--- config.mk ---
export PLATFORM = sky130hd
export DESIGN_NAME = tsd_ctrl
export DESIGN_NICKNAME = d
export VERILOG_FILES = /design/src/hw/rtl/tsd_pkg.sv /design/src/hw/rtl/tsd_ctrl.sv
export SDC_FILE = /design/constraint.sdc
export NUM_CORES = 1
export LEC_CHECK = 0
export ABC_AREA = 0
export ABC_CLOCK_PERIOD_IN_PS = 2800
export BUFFER_PORTS_ARGS = -buffer_cell sky130_fd_sc_hd__buf_2
export CAP_MARGIN = 20
export CORE_ASPECT_RATIO = 0.75
export CORE_MARGIN = 1.5
export CORE_UTILIZATION = 37
export DETAILED_ROUTE_END_ITERATION = 10
export HOLD_SLACK_MARGIN = 0.08
export PLACE_DENSITY = 0.63
export SLEW_MARGIN = 20
export SYNTH_ARGS = -nofsm -noshare
export SYNTH_HDL_FRONTEND = slang
export SYNTH_SLANG_ARGS = --single-unit
--- constraint.sdc ---
create_clock -name clock -period 2.8 [get_ports clock]
set_clock_uncertainty 0.1 [all_clocks]
set_input_delay 0.56 -clock clock [delete_from_list [all_inputs] [get_ports clock]]
set_output_delay 0.56 -clock clock [all_outputs]
set_load 0.03 [all_outputs]
--- src/hw/rtl/tsd_pkg.sv ---
// Shared types and constants for the work-stealing task deque.
`timescale 1ns / 1ps

package tsd_pkg;

   // Width of one task handle
   localparam int HANDLE_W = 32;

   // Request action codes
   typedef enum logic [1:0] {
      ACT_PUSH  = 2'd0,
      ACT_POP   = 2'd1,
      ACT_STEAL = 2'd2
   } action_type;

   // Per-cycle issue information from the controller to the response stage
   typedef struct packed {
      logic valid;
      logic success;
      logic from_mem;
      logic last;
   } issue_type;

endpackage

--- src/hw/rtl/tsd_ctrl.sv ---
// Pointer, count and steal sequencer control for the task deque.
`timescale 1ns / 1ps

module tsd_ctrl
   import tsd_pkg::*;
#(
   parameter int CAPACITY = 256,
   parameter int CHUNK    = 4,
   parameter int SLOT_W   = 8,
   parameter int COUNT_W  = 9
) (
   input  logic                clock,
   input  logic                reset,
   input  logic                start,
   input  logic [1:0]          req_action,
   input  logic [HANDLE_W-1:0] req_task_handle,
   output logic                busy,
   output logic                wr_en,
   output logic [SLOT_W-1:0]   wr_addr,
   output logic [HANDLE_W-1:0] wr_data,
   output logic                rd_en,
   output logic [SLOT_W-1:0]   rd_addr,
   output issue_type           issue,
   output logic [COUNT_W-1:0]  issue_occ
);

   localparam int LEFT_W = $clog2(CHUNK + 1);

   logic [SLOT_W-1:0]  head_ff, head_in;
   logic [SLOT_W-1:0]  tail_ff, tail_in;
   logic [COUNT_W-1:0] count_ff, count_in;
   logic [LEFT_W-1:0]  left_ff, left_in;

   function automatic logic [SLOT_W-1:0] slot_inc(input logic [SLOT_W-1:0] p);
      return (p == SLOT_W'(CAPACITY - 1)) ? '0 : p + 1'b1;
   endfunction

   function automatic logic [SLOT_W-1:0] slot_dec(input logic [SLOT_W-1:0] p);
      return (p == '0) ? SLOT_W'(CAPACITY - 1) : p - 1'b1;
   endfunction

   // Hold off new requests while a steal still has reads to issue
   assign busy = (left_ff != '0);

   // Decide the memory access and pointer update of this cycle
   always_comb begin
      head_in   = head_ff;
      tail_in   = tail_ff;
      count_in  = count_ff;
      left_in   = left_ff;
      wr_en     = 1'b0;
      wr_addr   = tail_ff;
      wr_data   = req_task_handle;
      rd_en     = 1'b0;
      rd_addr   = head_ff;
      issue     = '0;
      issue_occ = count_ff;

      if (left_ff != '0) begin
         // Continue a steal: take the next oldest handle
         rd_en          = 1'b1;
         head_in        = slot_inc(head_ff);
         count_in       = count_ff - 1'b1;
         left_in        = left_ff - 1'b1;
         issue.valid    = 1'b1;
         issue.success  = 1'b1;
         issue.from_mem = 1'b1;
         issue.last     = (left_ff == LEFT_W'(1));
         issue_occ      = count_ff - 1'b1;
      end else if (start) begin
         issue.valid = 1'b1;
         issue.last  = 1'b1;
         unique case (action_type'(req_action))
            ACT_PUSH: begin
               if (count_ff != COUNT_W'(CAPACITY)) begin
                  wr_en         = 1'b1;
                  tail_in       = slot_inc(tail_ff);
                  count_in      = count_ff + 1'b1;
                  issue.success = 1'b1;
                  issue_occ     = count_ff + 1'b1;
               end
            end
            ACT_POP: begin
               if (count_ff != '0) begin
                  rd_en          = 1'b1;
                  issue.success  = 1'b1;
                  issue.from_mem = 1'b1;
                  count_in       = count_ff - 1'b1;
                  issue_occ      = count_ff - 1'b1;
                  if (count_ff == COUNT_W'(1)) begin
                     // Single handle: take it from the head, tail already one past
                     head_in = slot_inc(head_ff);
                  end else begin
                     rd_addr = slot_dec(tail_ff);
                     tail_in = slot_dec(tail_ff);
                  end
               end
            end
            ACT_STEAL: begin
               if (count_ff != '0) begin
                  rd_en          = 1'b1;
                  head_in        = slot_inc(head_ff);
                  count_in       = count_ff - 1'b1;
                  issue.success  = 1'b1;
                  issue.from_mem = 1'b1;
                  issue_occ      = count_ff - 1'b1;
                  if (32'(count_ff) >= 32'(CHUNK)) begin
                     left_in = LEFT_W'(CHUNK - 1);
                  end else begin
                     left_in = LEFT_W'(32'(count_ff) - 32'd1);
                  end
                  issue.last = (left_in == '0);
               end
            end
            default: begin
               // Unknown action: report occupancy, change nothing
               issue.success = 1'b0;
            end
         endcase
      end
   end

   // Advance pointers, count and steal counter
   always_ff @(posedge clock) begin
      if (reset) begin
         head_ff  <= '0;
         tail_ff  <= '0;
         count_ff <= '0;
         left_ff  <= '0;
      end else begin
         head_ff  <= head_in;
         tail_ff  <= tail_in;
         count_ff <= count_in;
         left_ff  <= left_in;
      end
   end

endmodule

==> results of run 1 <==
-- power groups by stage --
stage	Combinational (uW)	Clock [uW]	Sequential [uW]
2_1_floorplan	1920	0	590
3_3_place_gp	2620	0	626
3_5_place_dp	2630	0	628
4_1_cts	2750	273	630
5_1_grt	3370	289	661
6_report	3170	267	646
-- what timing repair did --
| action | in CTS | in global routing |
|---|---|---|
| hold endpoints to repair | 0 | 0 |
| setup endpoints to repair | 16 | 19 |
| pin swaps | 2 | 8 |
| setup buffers | 1 | 6 |
| hold buffers | 0 | 0 |
| cloned | 0 | 0 |
| gates resized for setup | 21 | 59 |
-- cell type report --
class / count / area (um^2) / area share (%)
flip-flops and latches: 28 / 573 / 16.5
multi-input cells: 285 / 2120 / 61.1
well taps: 101 / 126 / 3.64
clock buffers: 4 / 55.1 / 1.58
repair buffers: 79 / 544 / 15.7
inverters: 13 / 51.3 / 1.48
-- worst register-to-register path, delay by kind of cell, from the launching register on --
family / cells / cell delay (ps)
DFF: 1 / 350
buffers and inverters: 3 / 450
AOI/OAI and AO/OA: 4 / 890
adders and majority gates: 1 / 230
and+or+nand+nor: 1 / 170
-- through the flow --
| step | std cells | TNS (ps) | power [uW] | worst slack, ps | hold slack [ps] |
|---|---|---|---|---|---|
| 6_report | 510 | -48.3 | 4080 | -48.3 | 395 |
| 5_1_grt | 510 | -188 | 4320 | -133 | 414 |
| 4_1_cts | 504 | -70.8 | 3650 | -33.8 | 374 |
| 3_5_place_dp | 499 | 0 | 3260 | 11.6 | 383 |
| 3_3_place_gp | 499 | 0 | 3250 | 14.0 | 373 |
| 2_1_floorplan | 384 | -535 | 2510 | -181 | 362 |
-- sequential cells by signal, indices dropped and copies added (netlist names) --
name	cells
left_ff	3
wr_addr	8
count_ff	9
head_ff	8
-- synth_stat cells, drive strengths merged, types with 2 or more instances --
cell,n,area share (%)
nand3b,3,0.80
nor4,7,2.1
nand3,16,2.8
nor3b,3,0.80
clkbuf,17,2.3
a311oi,3,0.93
buf,41,10
nor3,13,2.7
o31a,2,0.62
o21ai,21,3.7
or3,5,1.1
a21oi,24,4.3
nor2,30,4.0
nand4,3,0.67
o2111ai,2,0.84
nand2,34,4.5
o221ai,2,0.62
and2,5,1.1
a41oi,3,0.93
xnor2,7,2.2
mux2i,6,2.1
and3,5,1.1
a211oi,6,1.6
xor2,2,0.62
nor2b,9,2.0
inv,13,1.7
o211ai,5,1.5
ha,15,6.7
a31oi,14,3.3
a2bb2oi,2,0.62
a311o,2,0.71
mux2,4,1.6
nand2b,5,1.1
a21o,2,0.53
dfxtp,28,20
o21a,4,1.1
or3b,2,0.62
-- cell families after synthesis --
family,share of synthesized area [%]
AOI/OAI and AO/OA,25.1
xor gates and xnor gates,2.80
adders and majority gates,6.66
buffers and inverters,14.1
DFF,19.9
muxes,3.73
and+or+nand+nor,27.7
-- layer usage --
metal	up-vias	part of all wire, %	GRT usage [%]
met5	-	0	0
met4	0	1.7	5.00
met3	22	6.8	4.49
met2	123	44	31.8
met1	1392	47	26.4
li1	1419	-	-
-- final timing paths --
kind	end	slack [ps]	cells past startpoint
worst min register to register	left_ff[0]	400	1
worst max-delay path	issue_occ[8]	-50	8
worst max register to register	wr_addr[2]	470	9
worst min-delay path	left_ff[0]	400	1
==> results.rst, run 1 <==
.. list-table::
   :header-rows: 1

   * - Metric
     - Value
   * - Most frequent standard cell in the layout excluding fill and tap cells
     - sky130_fd_sc_hd__buf_4
   * - Die span in x
     - a little over 100 um
   * - Top cell family by delay on the critical path
     - simple AND/OR/NAND/NOR gates
   * - Number of detailed-route iterations in the first pass
     - 5
   * - Flops & latches, synth
     - 28
   * - Total setup violations reported at the end of the flow
     - 1
   * - Synthesized area per cell
     - approximately 7.3 um^2
   * - Antenna violation net count after detailed routing
     - 0
   * - Global routing usage summed across all routing layers
     - 19.7%
   * - Slowest cell on the critical path
     - sky130_fd_sc_hd__or3b_4
   * - Path class of the lowest-slack min-delay path
     - reg2reg
   * - Clock tree root driver cell
     - sky130_fd_sc_hd__clkbuf_8
   * - Number of antenna violations at the first check in global routing
     - 0
   * - Warning count from the yosys run
     - 0
   * - Hpwl dp
     - roughly 5900 um
   * - Number of remaining DRC errors
     - 0
   * - Area delta synth->final
     - 23.3%
   * - Startpoint of the lowest-slack hold path
     - left_ff[0]
   * - Starting utilization of the core area
     - around two fifths
   * - Leak Pwr
     - 0.00136 uW
   * - Relative contribution of sequential cells to total power
     - 15.8%
   * - Share of post-route cells with drive strength above 1
     - between 30% and 40%
   * - R2r startpoint
     - count_ff[0]
   * - Cells traversed along the worst timing path
     - inv_4, ha_4, or3b_4, nor3_4, nand2_2, o32a_1, nand2_1, buf_6
   * - Buffer and inverter count on the worst path
     - 2
   * - I/O Buffers
     - 36
   * - Iteration-0 DRC Markers
     - roughly 210
   * - Core ar.
     - 7360 um^2
   * - Maximum number of pins on one net before global-route repair
     - 32
   * - Cell area after layout
     - 3470 um^2
   * - Share of synthesized registers carrying an async set or reset
     - 0%
   * - Internal power
     - 1930 uW
   * - Unrepaired setup endpoints after global routing
     - true
   * - GRT overflow
     - 0
   * - Ant diodes
     - 0
   * - Source-to-sink clock delay at the later pin of the worst-skew pair
     - 280 ps
   * - Max stage delay on crit path
     - 390 ps
   * - Type of element capturing the critical path
     - output port
   * - Clock tree from TritonCTS
     - done
   * - Share of the clock period used by the worst path after layout
     - 102%
   * - Placement row count
     - 27
   * - Cell area after technology mapping
     - 2820 um^2
   * - Number of sinks handled by clock tree synthesis
     - 28
   * - Synthesized netlist cell count
     - 384
   * - Violations in the final reports
     - negative setup slack
   * - Commonest non-fill, non-tap cells in the layout
     - sky130_fd_sc_hd__buf_4, sky130_fd_sc_hd__nand2_1, sky130_fd_sc_hd__nor2_1
   * - Post-Syn Nets
     - between 400 and 500
   * - Clock Power Share
     - 6.5%
   * - Vias per std cell
     - ~5.8
   * - Launching element of the worst setup path
     - count_ff[1]
   * - Detail-routed net length per standard cell
     - about 16 um
   * - Critical path data arrival time
     - 2190 ps
   * - Total wirelength of the detailed-routed design
     - around 8300 um
   * - Max Clk Rate
     - 0.351 GHz
   * - Worst-case headroom to the max-slew limit
     - 56.6%
   * - Count of flip-flops with a built-in enable after synthesis
     - 0
   * - Final Critical Period
     - between 2000 and 3000 ps
   * - Die area
     - just over 8000 um^2
   * - Placed cell areas
     - around 3000 um^2
   * - Kind of launch point of the worst setup path
     - flip-flop
   * - Clock buffer depth
     - 2
   * - Gate power share
     - about 78%
   * - Total of max-cap violations
     - 0
   * - Maximum fanout along the worst path
     - 3
   * - Status
     - finished, violations left
   * - Height of the chip
     - a little under 80 um
   * - Total power density per cell area
     - ~1200 nW/um^2
   * - Worst IR drop on VDD
     - roughly 0.5 mV
   * - Number of H-tree levels
     - 1
   * - Data required time of the worst path
     - between 2000 and 2500 ps
   * - Final RePlAce weighted congestion
     - 0.978
   * - Switching share of total power
     - a little over half
   * - Share of the core filled with cells
     - 47.2%
   * - Switching power of the nets
     - around 2100 uW
   * - Final net count
     - 462
   * - Proportion of synthesized chip area in sequential cells
     - just under 20%
   * - Number of buffers added by the clock tree synthesis step
     - 3
   * - Vias
     - 2956
   * - Number of library cell types mapped by synthesis
     - 63
   * - Max Transition Viols Final
     - 0
   * - Kind of critical path
     - reg2out
   * - Final worst-path setup slack
     - -48.3 ps
   * - Number of hold violations in the final report
     - 0
   * - Predominant post-synthesis flop cell
     - sky130_fd_sc_hd__dfxtp_1
   * - Wire length of the first global-routing pass
     - 13300 um
   * - Number of global-route vias before repair
     - roughly 2.7k
   * - Clock-pin slew on the worst setup and hold paths
     - between 100 and 150 ps
   * - FILL cells
     - ~740
   * - Worst Tran Pin Value
     - about 650 ps
   * - Count of boundary I/O pins
     - between 100 and 150
No activity file was read; power rests on OpenSTA's default activity.
==> inputs of run 2 (changes only) <==
- CORE_MARGIN: 1.5 -> 1
- SETUP_SLACK_MARGIN: not set -> 0.4
==> results.rst, run 2 (synthesis gave the netlist of run 1 again) <==
.. list-table::
   :header-rows: 1

   * - Metric
     - Value
   * - Switching share of total power
     - 49.4% (-3.3 points)
   * - Clock buffer depth
     - 2 (unchanged)
   * - Detail-routed net length per standard cell
     - 19.8 um (+21%)
   * - Area delta synth->final
     - 59.6%
   * - Clock tree from TritonCTS
     - done
   * - Maximum number of pins on one net before global-route repair
     - 32 (unchanged)
   * - Worst Tran Pin Value
     - 708 ps (+56.1 ps)
   * - Final net count
     - 505 (+9.3%)
   * - Count of boundary I/O pins
     - 101 (unchanged)
   * - Source-to-sink clock delay at the later pin of the worst-skew pair
     - 290 ps (about the same)
   * - Total power density per cell area
     - 1240 nW/um^2 (+5.8%)
   * - Number of H-tree levels
     - 1 (unchanged)
   * - Critical path data arrival time
     - 2240 ps (+50 ps)
   * - Final RePlAce weighted congestion
     - 0.963 (-1.5%)
   * - Unrepaired setup endpoints after global routing
     - true
   * - Share of post-route cells with drive strength above 1
     - 52.9% (+17 points)
   * - Register with the most flip-flops
     - count_ff
   * - Share of the clock period used by the worst path after layout
     - 104% (+1.8 points)
   * - Number of global-route vias before repair
     - 3038 (+11%)
   * - Number of hold violations in the final report
     - 0 (unchanged)
   * - # hold bufs at CTS
     - 0 (unchanged)
   * - Leak Pwr
     - 0.00172 uW (+26%)
   * - Fin Setup TNS
     - -98.9 ps (-50.6 ps)
   * - Kind of launch point of the worst setup path
     - flip-flop
   * - Number of remaining DRC errors
     - 0 (unchanged)
   * - Total wirelength of the detailed-routed design
     - 11000 um (+31%)
   * - Clock Power Share
     - 4.9% (-1.6 points)
   * - Max Clk Rate
     - 0.345 GHz (-1.7%)
   * - Vias
     - 3452 (+17%)
   * - Number of sinks handled by clock tree synthesis
     - 28 (unchanged)
   * - Post-route insts no fill
     - 553 (+8.4%)
   * - Commonest non-fill, non-tap cells in the layout
     - sky130_fd_sc_hd__buf_4, sky130_fd_sc_hd__buf_6, sky130_fd_sc_hd__nor2_1
   * - Clock tree root driver cell
     - sky130_fd_sc_hd__clkbuf_8
   * - Final Critical Period
     - 2900 ps (+50.6 ps)
   * - Violations in the final reports
     - negative setup slack
   * - I/O Buffers
     - 36 (unchanged)
   * - Max reg flops
     - 9 (unchanged)
   * - Type of element capturing the critical path
     - output port
   * - Ant diodes
     - 0 (unchanged)
   * - Worst-case headroom to the max-slew limit
     - 52.8% (-3.7 points)
   * - Gate power share
     - 83.1% (+5.5 points)
   * - Final worst-path setup slack
     - -98.9 ps (-50.6 ps)
   * - Iteration-0 DRC Markers
     - 516 (+140%)
   * - Kind of critical path
     - reg2out
   * - Global routing usage summed across all routing layers
     - 24.2% (+4.6 points)
   * - Worst Hold Margin
     - 413 ps (+17.7 ps)
   * - Total setup violations reported at the end of the flow
     - 1 (unchanged)
   * - GRT overflow
     - 0 (unchanged)
   * - Wire length of the first global-routing pass
     - 15400 um (+15%)
   * - Number of antenna violations at the first check in global routing
     - 0 (unchanged)
   * - Clock-pin slew on the worst setup and hold paths
     - 110 ps (about the same)
   * - Placement row count
     - 27 (unchanged)
   * - Height of the chip
     - 77.6 um (-1.3%)
   * - Starting utilization of the core area
     - 38.3% (unchanged)
   * - Antenna violation net count after detailed routing
     - 0 (unchanged)
   * - Relative contribution of sequential cells to total power
     - 11.9% (-3.9 points)
   * - Switching power of the nets
     - 2760 uW (+28%)
   * - Die span in x
     - 103 um (-0.96%)
   * - Number of buffers added by the clock tree synthesis step
     - 3 (unchanged)
   * - Die area
     - 7970 um^2 (-2.2%)
   * - Status
     - finished, violations left
   * - Hpwl dp
     - 5930 um (+0.45%)
   * - Most frequent standard cell in the layout excluding fill and tap cells
     - sky130_fd_sc_hd__buf_4
   * - Total of max-cap violations
     - 0 (unchanged)
   * - Core ar.
     - 7360 um^2 (unchanged)
   * - Worst IR drop on VDD
     - 0.505 mV (+1.3%)
   * - Maximum fanout along the worst path
     - 11 (+8)
   * - Vias per std cell
     - 6.24 (+7.7%)
   * - DP Cell Count
     - 492 (-1.4%)
   * - Data required time of the worst path
     - 2140 ps (about the same)
   * - Internal power
     - 2830 uW (+47%)
   * - Number of detailed-route iterations in the first pass
     - 6 (+1)
   * - Path class of the lowest-slack min-delay path
     - reg2reg
   * - Max Transition Viols Final
     - 0 (unchanged)
run 2: cell count changes in the layout (fill, tap and decap cells not counted), moves of 7 or more:
cell / delta
sky130_fd_sc_hd__buf_6: +39
sky130_fd_sc_hd__buf_2: -16
sky130_fd_sc_hd__buf_4: +14
sky130_fd_sc_hd__nand2_1: -8
sky130_fd_sc_hd__dfxtp_1: -7
run 2: final timing paths:
path                             startpoint            to  slack [ps]  cells after the start
worst max-delay path            count_ff[2]  issue_occ[8]        -100                      7
worst min-delay path             head_ff[7]    head_ff[7]         410                      1
worst max register to register  count_ff[0]    wr_addr[6]         300                     10
worst min register to register   head_ff[7]    head_ff[7]         410                      1
run 2: area by class of cell:
| cell class | count | area [um^2] |
|---|---|---|
| Timing Repair Buffer | 122 | 1120 |
| Clock buffer | 4 | 55.1 |
| Multi-Input combinational cell | 285 | 2540 |
| Inverter | 13 | 61.3 |
| Tap cell | 101 | 126 |
| Sequential cell | 28 | 592 |
| Fill cell | 571 | 2870 |
run 2: through the flow:
step / total power (uW) / setup slack (ps) / util [%] / cell area [um^2]
global placement: 3510 / 21.1 / 44.7 / 3290
CTS: 5040 / 49.0 / 57.4 / 4230
detailed placement: 3530 / -65.5 / 44.7 / 3290
floorplan: 2880 / 310 / - / 3160
finish: 5590 / -98.9 / 61.1 / 4500
global route: 5820 / -161 / 61.1 / 4500
run 2: timing repair:
action | CTS | global route
gates cloned | 0 | 1
gates resized for setup | 145 | 30
hold endpoints to repair | 0 | 0
pin swaps | 44 | 23
buffers inserted | 41 | 15
setup endpoints to repair | 27 | 33
run 2: metal layers:
metal	wire length [um]	global-route usage, %	vias up
li1	-	-	1498
met1	4460	34.8	1616
met2	4960	35.9	271
met3	1080	4.23	67
met4	441	8.45	0
met5	0	0	-
run 2: critical path: stages, from the launching register on:
cell and delay (ps):
sky130_fd_sc_hd__dfxtp_2 370, sky130_fd_sc_hd__buf_4 220, sky130_fd_sc_hd__nand3_1 270, sky130_fd_sc_hd__nor3_1 400, sky130_fd_sc_hd__mux2i_1 230, sky130_fd_sc_hd__o32a_1 230, sky130_fd_sc_hd__nand2_2 70, sky130_fd_sc_hd__buf_6 140
run 2: power groups by stage:
stage               clock [uW]  combinational, uW  sequential, uW
detailed placement           0               2880             648
floorplan                    0               2270             606
finish                     276               4640             666
global route               294               4850             678
global placement             0               2870             644
CTS                        281               4110             653
==> inputs of run 3 (changes only) <==
- GPL_ROUTABILITY_DRIVEN: not set -> 0
- PLACE_DENSITY: 0.63 -> not set
- PLACE_DENSITY_LB_ADDON: not set -> 0.08
==> results.rst, run 3 (synthesis gave the netlist of run 1 again) <==
.. list-table::
   :header-rows: 1

   * - Metric
     - Value
   * - Vias
     - 3106 (-10%)
   * - Vias per std cell
     - 5.79 (-7.2%)
   * - Number of global-route vias before repair
     - 2782 (-8.4%)
   * - Commonest non-fill, non-tap cells in the layout
     - sky130_fd_sc_hd__buf_4, sky130_fd_sc_hd__buf_6, sky130_fd_sc_hd__nand2_1
   * - Clock-pin slew on the worst setup and hold paths
     - 120 ps (about the same)
   * - Antenna violation net count after detailed routing
     - 0 (unchanged)
   * - Number of remaining DRC errors
     - 0 (unchanged)
   * - Wire length of the first global-routing pass
     - 14700 um (-4.6%)
   * - Total of max-cap violations
     - 0 (unchanged)
   * - Number of buffers added by the clock tree synthesis step
     - 3 (unchanged)
   * - Final Critical Period
     - 2770 ps (-125 ps)
   * - GRT overflow
     - 0 (unchanged)
   * - PnR Total Power
     - 5120 uW (-8.3%)
   * - Source-to-sink clock delay at the later pin of the worst-skew pair
     - 290 ps (about the same)
   * - Max Transition Viols Final
     - 0 (unchanged)
   * - Number of H-tree levels
     - 1 (unchanged)
   * - Share of the clock period used by the worst path after layout
     - 99.1% (-4.5 points)
   * - Worst-case register-to-register setup slack
     - 540 ps (+240 ps)
   * - Maximum fanout along the worst path
     - 2 (-9)
   * - Die area
     - 7970 um^2 (unchanged)
   * - Die span in x
     - 103 um (unchanged)
   * - Type of element capturing the critical path
     - output port
   * - Number of sinks handled by clock tree synthesis
     - 28 (unchanged)
   * - Core ar.
     - 7360 um^2 (unchanged)
   * - Max Clk Rate
     - 0.360 GHz (+4.5%)
   * - Count of boundary I/O pins
     - 101 (unchanged)
   * - Final net count
     - 488 (-3.4%)
   * - Worst Tran Pin Value
     - 658 ps (-49.8 ps)
   * - I/O Buffers
     - 36 (unchanged)
   * - Unrepaired setup endpoints after global routing
     - true
   * - Clock tree from TritonCTS
     - done
   * - Path class of the lowest-slack min-delay path
     - reg2reg
   * - Worst-case headroom to the max-slew limit
     - 56.1% (+3.3 points)
   * - Number of detailed-route iterations in the first pass
     - 5 (-1)
   * - Leak Pwr
     - 0.00164 uW (-4.8%)
   * - Critical path data arrival time
     - 2110 ps (-130 ps)
   * - Share of post-route cells with drive strength above 1
     - 49.9% (-3.0 points)
   * - Worst IR drop on VDD
     - 0.792 mV (+57%)
   * - Max reg flops
     - 9 (unchanged)
   * - Global routing usage summed across all routing layers
     - 23.4% (-0.84 points)
   * - Total power density per cell area
     - 1200 nW/um^2 (-3.3%)
   * - Share of the core filled with cells
     - 57.9% (-3.2 points)
   * - Number of hold violations in the final report
     - 0 (unchanged)
   * - Status
     - finished clean
   * - Area delta synth->final
     - 51.3%
   * - Most frequent standard cell in the layout excluding fill and tap cells
     - sky130_fd_sc_hd__buf_4
   * - Kind of launch point of the worst setup path
     - flip-flop
   * - Clock tree root driver cell
     - sky130_fd_sc_hd__clkbuf_8
   * - Placement row count
     - 27 (unchanged)
   * - Ant diodes
     - 0 (unchanged)
   * - Worst Hold Margin
     - 427 ps (+14.6 ps)
   * - Data required time of the worst path
     - 2140 ps (about the same)
   * - Register with the most flip-flops
     - count_ff
   * - Height of the chip
     - 77.6 um (unchanged)
   * - Total wirelength of the detailed-routed design
     - 9220 um (-16%)
   * - Fin Setup TNS
     - 0 ps (+98.9 ps)
   * - Starting utilization of the core area
     - 38.3% (unchanged)
   * - Hpwl dp
     - 6350 um (+7.1%)
   * - Number of antenna violations at the first check in global routing
     - 0 (unchanged)
   * - Kind of critical path
     - reg2out
   * - Total setup violations reported at the end of the flow
     - 0 (-1)
   * - Maximum number of pins on one net before global-route repair
     - 32 (unchanged)
   * - Iteration-0 DRC Markers
     - 197 (-62%)
   * - Clock buffer depth
     - 2 (unchanged)
   * - Detail-routed net length per standard cell
     - 17.2 um (-13%)
==> run 3: cell types whose count changed in the layout (fill, tap and decap cells not counted), sizes merged <==
cell and delta:
buf -16, clkbuf -1
==> run 3: critical path, cell delays in order, from the launching register on <==
cell and delay (ps):
sky130_fd_sc_hd__dfxtp_4 380, sky130_fd_sc_hd__inv_4 70, sky130_fd_sc_hd__ha_4 130, sky130_fd_sc_hd__or3b_4 390, sky130_fd_sc_hd__nor3_4 190, sky130_fd_sc_hd__nand2_2 100
sky130_fd_sc_hd__o32a_1 370, sky130_fd_sc_hd__nand2_2 70, sky130_fd_sc_hd__buf_6 120
==> run 3: layout make-up <==
type / instances / area [um^2]
flip-flops and latches: 28 / 581
fillers: 671 / 3100
repair buffers: 105 / 942
inverters: 13 / 58.8
clock buffers: 4 / 66.3
well taps: 101 / 126
multi-input cells: 285 / 2490
==> run 3: final timing paths <==
check | from | to | cells after the start
worst min-delay path | head_ff[7] | head_ff[7] | 1
worst max register to register | count_ff[2] | wr_addr[1] | 10
worst max-delay path | count_ff[0] | issue_occ[8] | 8
worst min register to register | head_ff[7] | head_ff[7] | 1
==> run 3: through the flow <==
step	setup slack [ps]	std cells	instance area, um^2
floorplan	310	384	3160
global placement	28.3	498	3340
detailed placement	-9.53	498	3340
CTS	56.2	529	4030
global route	-40.3	536	4260
finish	25.8	536	4260
==> run 3: per-layer routing <==
| layer | wire length (um) | GRT usage (%) | vias up |
|---|---|---|---|
| met3 | 654 | 3.42 | 24 |
| li1 | - | - | 1472 |
| met5 | 0 | 0 | - |
| met4 | 102 | 4.08 | 0 |
| met2 | 3800 | 31.3 | 125 |
| met1 | 4670 | 38.3 | 1485 |
==> run 3: power breakdown <==
group	switching [uW]	leakage (uW)	internal [uW]	total, uW
logic	2240	0.00137	1930	4180
registers	131	0.000233	510	640
clock network	151	0.0000339	156	307
==> run 3: timing repair <==
item | CTS | global route
cloned | 0 | 1
buffers inserted | 27 | 6
endpoints found under the setup margin | 28 | 28
hold buffers | 0 | 0
gates resized for setup | 103 | 33
pin swaps | 33 | 12
